<file path="src/rtl/core/bf5_pkg.sv">
// Shared types and constants of the 5x5 box filter.
package bf5_pkg;

	// Frame limits and the derived counter widths
	localparam int unsigned MAX_WIDTH  = 1024;
	localparam int unsigned MAX_HEIGHT = 1024;
	localparam int unsigned DIM_W      = 11;
	localparam int unsigned COL_W      = $clog2(MAX_WIDTH);
	localparam int unsigned ROW_W      = $clog2(MAX_HEIGHT + 3);
	localparam int unsigned OROW_W     = $clog2(MAX_HEIGHT);
	localparam int unsigned LAG_W      = $clog2(2 * MAX_WIDTH + 3);

	// Window and arithmetic
	localparam int unsigned PIX_W    = 8;
	localparam int unsigned WIN      = 5;
	localparam int unsigned LANES    = WIN - 1;
	localparam int unsigned LB_W     = LANES * PIX_W;
	localparam int unsigned CSUM_W   = 11;
	localparam int unsigned SUM_W    = 13;
	localparam int unsigned SUM_MAX  = 25 * 255;
	// floor(x / 25) == (x * 5243) >> 17 for every x up to SUM_MAX
	localparam int unsigned RECIP_25 = 5243;
	localparam int unsigned RECIP_W  = 13;
	localparam int unsigned RECIP_SH = 17;
	localparam int unsigned PROD_W   = SUM_W + RECIP_W;

	// Configuration register indexes
	localparam int unsigned CFG_IDX_W = 2;
	localparam logic [CFG_IDX_W-1:0] REG_WIDTH  = 2'd0;
	localparam logic [CFG_IDX_W-1:0] REG_HEIGHT = 2'd1;

	typedef struct packed {
		logic [PIX_W-1:0] pixel;
		logic             flush;
	} pix_t;

	typedef struct packed {
		logic [PIX_W-1:0] smoothed;
		logic             last;
	} res_t;

	// Line buffer port control
	typedef struct packed {
		logic             rd_en;
		logic [COL_W-1:0] rd_addr;
		logic             wr_en;
		logic [COL_W-1:0] wr_addr;
	} lb_ctl_t;

endpackage

</file>
<file path="src/rtl/core/bf5_cell.sv">
// One window column cell: holds a column sum, hands it on, masks it at the edge.
module bf5_cell (
	input  logic                         clk,
	input  logic                         shift,
	input  logic [bf5_pkg::CSUM_W-1:0]   d,
	input  logic                         keep,
	output logic [bf5_pkg::CSUM_W-1:0]   q,
	output logic [bf5_pkg::CSUM_W-1:0]   part
);

	always_ff @(posedge clk) begin
		if (shift) begin
			q <= d;
		end
	end

	assign part = keep ? q : '0;

endmodule

</file>
<file path="config.mk">
export PLATFORM = sky130hd
export DESIGN_NAME = bf5_cell
export DESIGN_NICKNAME = d
export VERILOG_FILES = /design/src/rtl/core/bf5_pkg.sv /design/src/rtl/core/bf5_cell.sv
export SDC_FILE = /design/constraint.sdc
export NUM_CORES = 1
export LEC_CHECK = 0
export BUFFER_PORTS_ARGS = -buffer_cell sky130_fd_sc_hd__buf_4
export CAP_MARGIN = 20
export CORE_AREA = 10 10 47 49
export CTS_BUF_LIST = sky130_fd_sc_hd__clkbuf_4 sky130_fd_sc_hd__clkbuf_8
export CTS_CLUSTER_DIAMETER = 200
export DETAILED_ROUTE_END_ITERATION = 16
export DIE_AREA = 0 0 57 59
export PLACE_DENSITY = 0.68
export SLEW_MARGIN = 15
export SYNTH_ARGS = -nofsm -noshare
export SYNTH_HDL_FRONTEND = slang
export SYNTH_SLANG_ARGS = --single-unit
</file>
<file path="constraint.sdc">
create_clock -name clk -period 0.9 [get_ports clk]
set_clock_uncertainty 0.15 [all_clocks]
set_input_delay 0.225 -clock clk [delete_from_list [all_inputs] [get_ports clk]]
set_output_delay 0.225 -clock clk [all_outputs]
set_load 0.02 [all_outputs]
</file>
== Word level (Yosys, flattened, before mapping) ==
Index checks and enable logic that the tools add are counted.

* Register bits after elaboration: 11
* Bits of input ports: 14
* Output and inout bits: 22
* Word-level logic and storage cells: 2

* Multiplexer cells: 1

{| class="wikitable"
|+ Operator list
! kind !! count
|-
| two-way mux 11 bit || 1
|}

== Logic depth before layout (Yosys ltp) ==
* Depth after elaboration: 1
* Mapped depth: 2
* Depth with buffers taken out: 1

== Least setup slack after synthesis ==
OpenSTA, ideal clock, no wires.

* Path kind: reg2out
* Start point: register q[0] (netlist bit)
* End point: output port part[0] (netlist bit)
* Arrival: 0.730 ns
* Data required time: 0.525 ns
* Setup slack: -0.205 ns
* Cell stages (with the launch flop): 2
* Path buffers: 0
* Cell sequence: edfxtp_1 and2_1

* Cells in the longest elaborated chain, start to end: 1

{| class="wikitable"
|+ RTL lines
! element !! line !! RTL
|-
| start: declaration || bf5_cell.sv:7 || <nowiki>output logic [bf5_pkg::CSUM_W-1:0] q,</nowiki>
|-
| start signal: assignment || bf5_cell.sv:13 || <nowiki>q <= d;</nowiki>
|-
| two-way mux 11 bit || bf5_cell.sv:17 || <nowiki>assign part = keep ? q : '0;</nowiki>
|-
| end: declaration || bf5_cell.sv:8 || <nowiki>output logic [bf5_pkg::CSUM_W-1:0] part</nowiki>
|}

Every way passes these cells.

== Worst setup path after layout ==
* Start point: register q[8] (netlist bit)
* End point: output port part[8] (netlist bit)

The elaborated chain is that of the path after synthesis.

==> flow_summary.yaml <==
die:
  io_pins: 36
  floorplan.core_area_um2: 1400
  rows: 14
  die_footprint_um2: 3360
  die_y_um: 59
  die_width_um: 57
  floorplan.initialDensity: 0.293
routing:
  drt-wirelength-per-cell_um: 14.4
  drc: 0
  postRouteAntennaNets: 0
  vias_per_cell: 4.15
  detailedRoute.firstPassIterationCount: 2
  first_iter_violations: 1
  routed-via-count: 332
  drt_wl_total_um: 1150
cells_and_area:
  largestRegisters: "q (11)"
  final_core_util: 0.589
  share_of_cells_above_drive_strength_1: 0.828
  finalNetCount: 79
  layout.cells.most_common_list: "buf_4, buf_6, and2_4, edfxtp_1, clkbuf_4"
  fill_cells: 119
  most_common_cell_after_layout_fill_and_taps_aside: "buf_4"
  max_flop_register: "q"
  antennaDiodeCount: 0
  areaGrowthSynthToFinish_pct: 101
  largest_register_ffs: 11
  finalInstanceArea_um2: 826
timing:
  layout_setup_ws_ns: -0.410
  worst-slew-pin-transition_ns: 0.140
  worst_slew_margin_rel: 0.907
  timing.fmax_mhz: 764
  finalSetupViolations: 22
  post-route-min-period_ns: 1.31
  setup_total_negative_slack_ns: -7.84
  finalHoldWorstSlack_ns: -0.00805
  fin_crit_sh: 1.46
  rsz0062_at_grt: "true"
  final_count_of_hold_timing_violations: 10
  pins_over_slew_limit: 0
logic_synthesis:
  synth-seq-cells: 11
  netlist_area_um2: 410
  synth_compound_area_frac: 0
  netlist.top_cell.by_area: "edfxtp_1"
  yosysWarnings: 0
  post_synth_fa_ha_maj_area_fraction: 0
  synth_top_family_by_area: "simple AND/OR/NAND/NOR gates"
  postSynthAreaPerCell_um2: 17.8
  synth_seq_area_share: 0.805
  yosys.area.top_type_share: 0.805
  yosysUniqueCellTypes: 3
  synthesized_netlist_net_count: 37
  yosys-mux-area-fraction: 0
  syn_inst: 23
  synth.top_cells.by_area: "edfxtp_1, and2_1, buf_6"
  yosys.area_share.xor_xnor: 0
  synth_simple_gate_area_frac: 0.168
placement:
  port_buffers: 35
  gp_congestion: 0.682
  detailed_place.area_um2: 709
worst_setup_path:
  critPathSlowestCell: "edfxtp_1"
  path_delay_family: "flip-flops"
  endpoint_kind_of_the_worst_setup_timing_path: "output pin"
  path_cells: "and2_4 -> buf_6"
  path_max_fanout: 2
  critical_path_required_ns: 0.52
  critPathLaunchType: "flop"
  worstSetupPathType: "flop to output pin"
  cpPeakStageDelay_ns: 0.40
  crit_arrival_ns: 0.93
  cp.buffers_inverters: 1
clocking:
  cts_htree_levels: 1
  cts_root_buf: "clkbuf_4"
  tritoncts_clock_tree: "yes"
  maximum_buffer_depth_of_the_clock_tree: 2
  clock_sink_count: 11
  clkSlewWorstSetupHoldPaths_ns: 0.06
  cts-buffers-inserted: 3
global_route:
  grt_max_degree: 12
  first_global_vias: 336
  grt.total_usage: 0.0635
  grt_pass1_wl_um: 1660
  grt-ovfl-total: 0
  grt_antenna_before_repair: 0
power_and_ir_drop:
  pwr-share-comb: 0.273
  clock_share_of_power: 0.255
  leakage_uw: 0.000380
  switching_power_uw: 323
  power-per-cell-area_nw_per_um2: 1620
  sw_frac_of_total: 0.241
  max-vdd-ir-drop_mv: 1.06
  fin_total_pwr_uw: 1340
  p_int_uw: 1020
  power.sequential.fraction: 0.472
job:
  max_cap_violations: 0
hold_path:
  hold_class: "input pin to flop"
outcome:
  violations: "hold timing, setup timing"
  status: "finished with violations"
==> kinds of logic (layout without fill, tap and decap cells) <==
| logic type | after synthesis | in the layout |
|---|---|---|
| buffers and inverters | 1 | 42 |
| DFF | 11 | 11 |
| and+or+nand+nor | 11 | 11 |
==> repair_timing <==
| action | 4_1_cts | 5_1_grt |
|---|---|---|
| pin swaps | 0 | 0 |
| gates resized for setup | 14 | 3 |
| endpoints found under the setup margin | 22 | 22 |
| hold endpoints to repair | 11 | 11 |
| buffers inserted | 0 | 3 |
==> layer usage <==
layer	vias to the layer above	global-route usage	part of all wire	wire length [um]
li1	162	-	-	-
met4	0	0.0302	0	0
met1	158	0.0517	0.30	346
met5	-	0	0	0
met3	0	0.0365	0.084	97
met2	12	0.119	0.61	705
==> final timing paths <==
kind / slack [ns] / depth (start not counted) / from / to
hold / removal: -0.008 / 1 / d[5] / q[5]
setup / recovery: -0.41 / 2 / q[8] / part[8]
==> through the flow <==
| step | std cells | setup WS [ns] | hold WS, ns |
|---|---|---|---|
| floorplan | 23 | -0.147 | 0.174 |
| global placement | 73 | -0.154 | 0.253 |
| detailed placement | 73 | -0.161 | 0.254 |
| CTS | 77 | -0.422 | -0.0191 |
| global route | 80 | -0.461 | -0.0328 |
| finish | 80 | -0.410 | -0.00805 |
==> power groups by stage <==
stage / Combinational [uW] / Sequential, uW / Clock [uW]
2_1_floorplan: 99.8 / 691 / 0
3_3_place_gp: 313 / 640 / 0
3_5_place_dp: 315 / 641 / 0
4_1_cts: 348 / 632 / 361
5_1_grt: 383 / 637 / 390
6_report: 365 / 632 / 342
==> cell usage after synthesis (all sizes together) <==
master	number
and2	11
buf	1
edfxtp	11
==> cell type report <==
cell class / count / area [um2] / area share
clock buffer: 4 / 30.0 / 0.0364
multi-input combinational: 11 / 96.3 / 0.117
sequential: 11 / 330 / 0.400
tap: 16 / 20.0 / 0.0242
timing repair buffer: 38 / 349 / 0.423
Note: power is estimated with default switching activity, not from simulation.
